### src/design/dbtg_pkg.sv
package dbtg_pkg;

  // offset arithmetic width
  localparam int unsigned OFFSET_BITS = 20;
  // row/cell index width that still reaches every offset bit after the x32 scale
  localparam int unsigned IDX_W = OFFSET_BITS - 5;

  localparam int unsigned MODE_W   = 2;
  localparam int unsigned ACTION_W = 2;

  // language modes
  localparam logic [MODE_W-1:0] MODE_ASCII = 2'd0;
  localparam logic [MODE_W-1:0] MODE_SJIS  = 2'd1;
  localparam logic [MODE_W-1:0] MODE_EUC   = 2'd2;
  localparam logic [MODE_W-1:0] MODE_OFF   = 2'd3;

  // glyph actions
  localparam logic [ACTION_W-1:0] ACT_HOLD = 2'd0;
  localparam logic [ACTION_W-1:0] ACT_HALF = 2'd1;
  localparam logic [ACTION_W-1:0] ACT_FULL = 2'd2;

  // byte ranges
  localparam logic [7:0] SJIS_LEAD1_LO = 8'h81;
  localparam logic [7:0] SJIS_LEAD1_HI = 8'h9f;
  localparam logic [7:0] SJIS_LEAD2_LO = 8'he0;
  localparam logic [7:0] SJIS_LEAD2_HI = 8'hfc;
  localparam logic [7:0] SJIS_TRL1_LO  = 8'h40;
  localparam logic [7:0] SJIS_TRL1_HI  = 8'h7e;
  localparam logic [7:0] SJIS_TRL2_LO  = 8'h80;
  localparam logic [7:0] SJIS_TRL2_HI  = 8'h9e;
  localparam logic [7:0] SJIS_TRL3_BASE = 8'h9f;
  localparam logic [7:0] EUC_LEAD_LO   = 8'h81;
  localparam logic [7:0] EUC_LEAD_HI   = 8'hfe;
  localparam logic [7:0] EUC_BASE      = 8'ha1;

  localparam int unsigned ROW_CELLS     = 94;
  localparam int unsigned SJIS_ROW_SKIP = 62;
  localparam int unsigned SJIS_CELL_SKIP = 63;
  localparam int unsigned JP_FULL_BASE  = 4096;

  // one glyph command word
  typedef struct packed {
    logic [ACTION_W-1:0]    action;
    logic                   font_bank;
    logic [OFFSET_BITS-1:0] glyph_offset;
  } glyph_cmd_t;

endpackage

### src/design/dbtg_decode.sv
module dbtg_decode (
  input  logic [dbtg_pkg::MODE_W-1:0] mode_i,
  input  logic [7:0]                  byte_i,
  input  logic [7:0]                  held_i,
  output logic                        emit_o,
  output logic [7:0]                  held_o,
  output dbtg_pkg::glyph_cmd_t        cmd_o
);
  import dbtg_pkg::*;

  logic             is_lead;
  logic [IDX_W-1:0] lead_x;
  logic [IDX_W-1:0] byte_x;
  logic [IDX_W-1:0] row_k;
  logic [IDX_W-1:0] cell_t;
  logic [IDX_W-1:0] glyph_idx;
  logic [OFFSET_BITS-1:0] half_offset;
  logic [OFFSET_BITS-1:0] full_offset;

  assign lead_x = IDX_W'(held_i);
  assign byte_x = IDX_W'(byte_i);

  // lead byte detection per mode
  always_comb begin
    if (mode_i == MODE_SJIS) begin
      is_lead = (byte_i >= SJIS_LEAD1_LO && byte_i <= SJIS_LEAD1_HI) ||
                (byte_i >= SJIS_LEAD2_LO && byte_i <= SJIS_LEAD2_HI);
    end else begin
      is_lead = (byte_i >= EUC_LEAD_LO && byte_i <= EUC_LEAD_HI);
    end
  end

  // jis row and cell from the held lead byte and this trail byte, wrapped
  always_comb begin
    if (mode_i == MODE_SJIS) begin
      if (held_i >= SJIS_LEAD1_LO && held_i <= SJIS_LEAD1_HI) begin
        row_k = (lead_x - IDX_W'(SJIS_LEAD1_LO)) << 1;
      end else begin
        row_k = ((lead_x - IDX_W'(SJIS_LEAD2_LO)) << 1) + IDX_W'(SJIS_ROW_SKIP);
      end
      if (byte_i >= SJIS_TRL1_LO && byte_i <= SJIS_TRL1_HI) begin
        cell_t = byte_x - IDX_W'(SJIS_TRL1_LO);
      end else if (byte_i >= SJIS_TRL2_LO && byte_i <= SJIS_TRL2_HI) begin
        cell_t = byte_x - IDX_W'(SJIS_TRL2_LO) + IDX_W'(SJIS_CELL_SKIP);
      end else begin
        // upper trail range sits in the odd row
        cell_t = byte_x - IDX_W'(SJIS_TRL3_BASE);
        row_k  = row_k + IDX_W'(1);
      end
    end else begin
      row_k  = lead_x - IDX_W'(EUC_BASE);
      cell_t = byte_x - IDX_W'(EUC_BASE);
    end
  end

  // glyph index and byte offsets
  assign glyph_idx   = IDX_W'(row_k * IDX_W'(ROW_CELLS)) + cell_t;
  assign full_offset = {glyph_idx, 5'b0} + OFFSET_BITS'(JP_FULL_BASE);
  assign half_offset = OFFSET_BITS'({byte_i, 4'b0});

  // command selection
  always_comb begin
    emit_o = 1'b1;
    held_o = held_i;
    cmd_o  = '0;
    unique case (mode_i) inside
      MODE_ASCII: begin
        cmd_o.action       = ACT_HALF;
        cmd_o.glyph_offset = half_offset;
      end
      MODE_SJIS, MODE_EUC: begin
        if (held_i == 8'h00) begin
          if (is_lead) begin
            held_o       = byte_i;
            cmd_o.action = ACT_HOLD;
          end else begin
            cmd_o.action       = ACT_HALF;
            cmd_o.font_bank    = 1'b1;
            cmd_o.glyph_offset = half_offset;
          end
        end else begin
          held_o             = 8'h00;
          cmd_o.action       = ACT_FULL;
          cmd_o.font_bank    = 1'b1;
          cmd_o.glyph_offset = full_offset;
        end
      end
      default: begin
        // mode three drops the byte
        emit_o = 1'b0;
      end
    endcase
  end

endmodule

### src/design/double_byte_text_glyph_decoder.sv
// double-byte text glyph decoder
// input channel: one text byte per word on code_byte_i, in_valid_i / in_ready_o.
// output channel: one glyph command per word (action_o, font_bank_o,
//   glyph_offset_o), out_valid_o / out_ready_i.
// config channel: cfg_valid_i / cfg_ready_o with lang_mode_i; always ready, write
//   it only while no byte is in flight.
// path: a byte accepted sits in the input register, and its command is
//   decoded combinationally into the result register, which drives out_valid_o.
//   throughput: one byte per cycle while the receiver does not stall.
// in mode 1 or 2 a lead byte gives a hold command (action 0) and is kept
//   until the next byte in mode 1 or 2 forms the full-width glyph.
// in mode 3 a byte is accepted and dropped with no command.
// reset clears the mode to single-byte ascii, drops any held lead byte and
//   empties both registers.
// when the receiver stalls the result register holds its word; the input
//   register still takes one more byte, after which in_ready_o drops until
//   the result is taken.
module double_byte_text_glyph_decoder (
  input  logic                             clk_i,
  input  logic                             rst_ni,
  input  logic                             cfg_valid_i,
  output logic                             cfg_ready_o,
  input  logic [1:0]                       lang_mode_i,
  input  logic                             in_valid_i,
  output logic                             in_ready_o,
  input  logic [7:0]                       code_byte_i,
  output logic                             out_valid_o,
  input  logic                             out_ready_i,
  output logic [1:0]                       action_o,
  output logic                             font_bank_o,
  output logic [dbtg_pkg::OFFSET_BITS-1:0] glyph_offset_o
);
  import dbtg_pkg::*;

  logic [MODE_W-1:0] mode_q;
  logic              in_valid_q;
  logic [7:0]        byte_q;
  logic [7:0]        held_q;
  logic              out_valid_q;
  glyph_cmd_t        cmd_q;

  logic              out_free;
  logic              advance;
  logic              emit;
  logic [7:0]        held_d;
  glyph_cmd_t        cmd_d;

  assign cfg_ready_o = 1'b1;

  // mode register
  always_ff @(posedge clk_i or negedge rst_ni) begin
    if (!rst_ni) begin
      mode_q <= MODE_ASCII;
    end else if (cfg_valid_i) begin
      mode_q <= lang_mode_i;
    end
  end

  // pipeline control
  assign out_free   = !out_valid_q || out_ready_i;
  assign advance    = in_valid_q && out_free;
  assign in_ready_o = !in_valid_q || out_free;

  // input register
  always_ff @(posedge clk_i or negedge rst_ni) begin
    if (!rst_ni) begin
      in_valid_q <= 1'b0;
    end else if (in_ready_o) begin
      in_valid_q <= in_valid_i;
    end
  end

  always_ff @(posedge clk_i) begin
    if (in_valid_i && in_ready_o) begin
      byte_q <= code_byte_i;
    end
  end

  dbtg_decode u_decode (
    .mode_i (mode_q),
    .byte_i (byte_q),
    .held_i (held_q),
    .emit_o (emit),
    .held_o (held_d),
    .cmd_o  (cmd_d)
  );

  // held lead byte
  always_ff @(posedge clk_i or negedge rst_ni) begin
    if (!rst_ni) begin
      held_q <= 8'h00;
    end else if (advance) begin
      held_q <= held_d;
    end
  end

  // result register
  always_ff @(posedge clk_i or negedge rst_ni) begin
    if (!rst_ni) begin
      out_valid_q <= 1'b0;
    end else if (out_free) begin
      out_valid_q <= advance && emit;
    end
  end

  always_ff @(posedge clk_i) begin
    if (advance && emit) begin
      cmd_q <= cmd_d;
    end
  end

  assign out_valid_o    = out_valid_q;
  assign action_o       = cmd_q.action;
  assign font_bank_o    = cmd_q.font_bank;
  assign glyph_offset_o = cmd_q.glyph_offset;

endmodule

### config.mk
export PLATFORM = sky130hd
export DESIGN_NAME = double_byte_text_glyph_decoder
export DESIGN_NICKNAME = d
export VERILOG_FILES = /design/src/design/dbtg_pkg.sv /design/src/design/dbtg_decode.sv /design/src/design/double_byte_text_glyph_decoder.sv
export SDC_FILE = /design/constraint.sdc
export NUM_CORES = 1
export LEC_CHECK = 0
export ABC_CLOCK_PERIOD_IN_PS = 9460
export BUFFER_PORTS_ARGS = -buffer_cell sky130_fd_sc_hd__buf_4
export CAP_MARGIN = 20
export CORE_MARGIN = 5
export CORE_UTILIZATION = 30
export CTS_CLUSTER_SIZE = 24
export DETAILED_ROUTE_END_ITERATION = 10
export GPL_TIMING_DRIVEN = 1
export PLACE_DENSITY = 0.43
export SYNTH_ARGS = -nofsm -noshare
export SYNTH_HDL_FRONTEND = slang
export SYNTH_SLANG_ARGS = --single-unit
export TNS_END_PERCENT = 30
### constraint.sdc
create_clock -name clk_i -period 9.46 [get_ports clk_i]
set_input_delay 1.892 -clock clk_i [delete_from_list [all_inputs] [get_ports clk_i]]
set_output_delay 1.892 -clock clk_i [all_outputs]
set_load 0.05 [all_outputs]
==> flow_metrics.py <==
metrics = {
    "placement": {
        "dp_slack_ns": 2.68,
        "routabilityCongestion": 0.871,
        "dp_hpwl_um": 9940,
        "port_buffers": 35,
    },
    "sta": {
        "hold_viol": 0,
        "max_freq_ghz": 0.146,
        "drv_slew": 0,
        "period_needed_ns": 6.83,
        "tightestPinTransition_ns": 0.830,
        "final.setup_skew_ns": 0.0100,
        "setup_tns_ns": 0,
        "timing.final.ws_setup_ns": 2.63,
        "grt_setup_unrepaired": "false",
        "slew-limit-headroom": 0.445,
        "setup_viol": 0,
        "holdWs_ns": 0.507,
        "fin_crit_sh": 0.722,
    },
    "clocking": {
        "cts_tree": "done",
        "cts_buffers": 5,
        "clock-root-buffer": "clkbuf_16",
        "cts_resized": 0,
        "cts_buffer_depth": 2,
        "post_cts.repair.setup_buffers": 0,
        "clkLatencyLatePin_ns": 0.29,
        "cts_hold_buf": 0,
        "cts_sinks": 39,
        "htree_levels": 2,
        "path_clk_slew_ns": 0.07,
    },
    "global_route": {
        "grt.total_usage": 0.129,
        "gr-usage-met3": 0.0186,
        "grt_pass1_vias": 3989,
        "top_usage_layer": "met2",
        "grt_pass1_wl_um": 20900,
        "antenna_found_initial": 0,
        "grt_max_degree": 37,
        "overflow": 0,
        "use_met2": 0.216,
        "use_met1": 0.183,
    },
    "routing": {
        "drt-total-wl_um": 12400,
        "firstDrtPassIters": 5,
        "avgViaCountPerCell": 4.95,
        "route.detailed.drc": 0,
        "route.detailed.wl_per_inst_um": 15.1,
        "via_count": 4070,
        "drtAntennaViolNets": 0,
        "drt_iter0_markers": 239,
    },
    "logic_synthesis": {
        "yosysWarnings": 0,
        "synthesis.area_mm2": 0.00498,
        "synth-edff-count": 27,
        "ys_seq_area_frac": 0.223,
        "synth.distinct_cells": 65,
        "synth_seq_cells": 39,
        "async_flop_share": 0.308,
        "synth_top_flop_cell": "edfxtp_1",
        "netlist_instances": 575,
        "avgSynthCellArea_um2": 8.66,
    },
    "setup_path": {
        "crit_top_cell": "ha_1",
        "cp_num_buf_inv": 3,
        "cp-start-kind": "flip-flop",
        "path_max_fanout": 14,
        "crit_family": "adder cells",
        "r2r-end": "glyph_offset_o[19]",
        "arrival_ns": 6.97,
        "reg2reg_depth": 25,
        "rrSetupSlack_ns": 2.63,
        "criticalPathCategory": "flip-flop to flip-flop",
        "critPathMaxStageDelay_ns": 0.56,
        "critPathCaptureType": "flip-flop",
        "required_ns": 9.60,
        "worstReg2RegStart": "byte_q[6]",
        "slowest_stage": "edfxtp_1",
    },
    "die": {
        "die_x_um": 139,
        "initial_core_util": 0.303,
        "ioPinCount": 41,
        "die_y_um": 139,
        "die_area_mm2": 0.0193,
        "num_rows": 47,
        "coreArea_mm2": 0.0165,
    },
    "run": {
        "cap_violations": 0,
    },
    "final_layout": {
        "drive_above_1_share": 0.105,
        "antennaDiodeCount": 0,
        "final_util": 0.342,
        "area_delta_synth_final_pct": 12.9,
        "fillers": 1740,
        "final_nets": 704,
    },
    "outcome": {
        "run_status": "complete, no violations",
    },
    "hold_path": {
        "hold_start": "held_q[1]",
        "min_to": "held_q[1]",
        "min_path_cells": 2,
        "hold_path.class": "flip-flop to flip-flop",
    },
}
worst max-delay path by stage:
stage	start	to	slack, ns	depth (start not counted)
after floorplan	mode_q[1]	glyph_offset_o[19]	2.98	27
after global placement	held_q[2]	glyph_offset_o[19]	2.71	25
after detailed placement	byte_q[6]	glyph_offset_o[19]	2.68	25
after CTS	byte_q[6]	glyph_offset_o[19]	2.63	25
after global routing	byte_q[7]	glyph_offset_o[19]	2.00	26
final	byte_q[6]	glyph_offset_o[19]	2.63	25
through the flow:
step	cells	area, um^2
finish	822	5620
global placement	814	5450
floorplan	578	4990
CTS	822	5620
global route	822	5620
detailed placement	814	5450
cell usage in the layout (no fill, tap or decap), types with 4 or more instances in the layout:
cell	Yosys	final
inv_1	67	67
ha_1	61	61
nand2_1	48	48
buf_4	5	39
a21oi_1	36	36
nor2_1	30	30
o21ai_0	30	30
fa_1	27	27
edfxtp_1	27	27
xnor2_1	25	25
o21ai_1	17	17
nand3_1	15	15
dfrtp_1	12	12
nor3_1	11	11
xor2_1	10	10
o31ai_1	9	9
nand2b_1	8	8
a22oi_1	7	7
o21bai_1	7	7
a21o_1	6	6
o22ai_1	6	6
and2_1	6	6
or2_2	6	6
nor2b_1	5	5
a22o_1	5	5
nor3b_1	5	5
conb_1	2	5
clkbuf_16	0	5
a31oi_1	4	4
and3_1	4	4
mux2i_1	4	4
nand3b_1	4	4
Yosys cell counts, types with 6 or more instances:
cell      count  area, um^2
fa_1         27         541
nor2_1       30         113
o22ai_1       6        37.5
or2_2         6        37.5
o31ai_1       9        67.6
nor3_1       11        55.1
dfrtp_1      12         300
clkbuf_1     14        52.6
a21o_1        6        45.0
a21oi_1      36         180
nand2b_1      8        50.1
o21bai_1      7        52.6
nand2_1      48         180
o21ai_0      30         150
ha_1         61         763
nand3_1      15        75.1
inv_1        67         251
xor2_1       10        87.6
and2_1        6        37.5
xnor2_1      25         219
o21ai_1      17        85.1
edfxtp_1     27         811
a22oi_1       7        52.6
logic make-up (layout without fill, tap and decap cells):
| family | count (synthesis) | after routing | share of synthesized area |
|---|---|---|---|
| flops | 39 | 39 | 0.223 |
| mux | 4 | 4 | 0.00804 |
| simple gates | 161 | 161 | 0.167 |
| xor+xnor | 36 | 36 | 0.0660 |
| compound gates | 154 | 154 | 0.199 |
| other cells | 2 | 5 | 0.00151 |
| buf+inv | 91 | 115 | 0.0731 |
| fa+ha+maj | 88 | 88 | 0.262 |
state kept, by name, indices dropped and copies added, names as in the netlist:
name            flops
mode_q              2
font_bank_o         1
glyph_offset_o     16
byte_q              8
out_valid_o         1
action_o            2
held_q              8
in_valid_q          1
area by class of cell:
cell class,instances,area [um^2],share of cell area
Multi-Input combinational cell,448,3520,0.626
Clock inverter,3,46.3,0.00823
Timing Repair Buffer,39,293,0.0521
Tap cell,220,275,0.0489
Inverter,68,255,0.0454
Clock buffer,5,125,0.0222
Sequential cell,39,1110,0.198
layer usage:
layer | part of all wire | up-vias
met3 | 0.038 | 7
met4 | 0.0049 | 0
met2 | 0.47 | 81
li1 | - | 2061
met1 | 0.49 | 1921
met5 | 0 | -
worst reg2reg max path: cells and delay by family (launching register included):
family	cells	cell delay, ns
adders and majority gates	6	2.26
DFF	1	0.56
buffers and inverters	3	0.29
and+or+nand+nor	5	1.43
xor gates and xnor gates	1	0.10
muxes	1	0.12
AOI/OAI and AO/OA	9	1.92
Power is not shown: default switching activity piles up to over one toggle a cycle in this logic, so the estimate is an artifact.
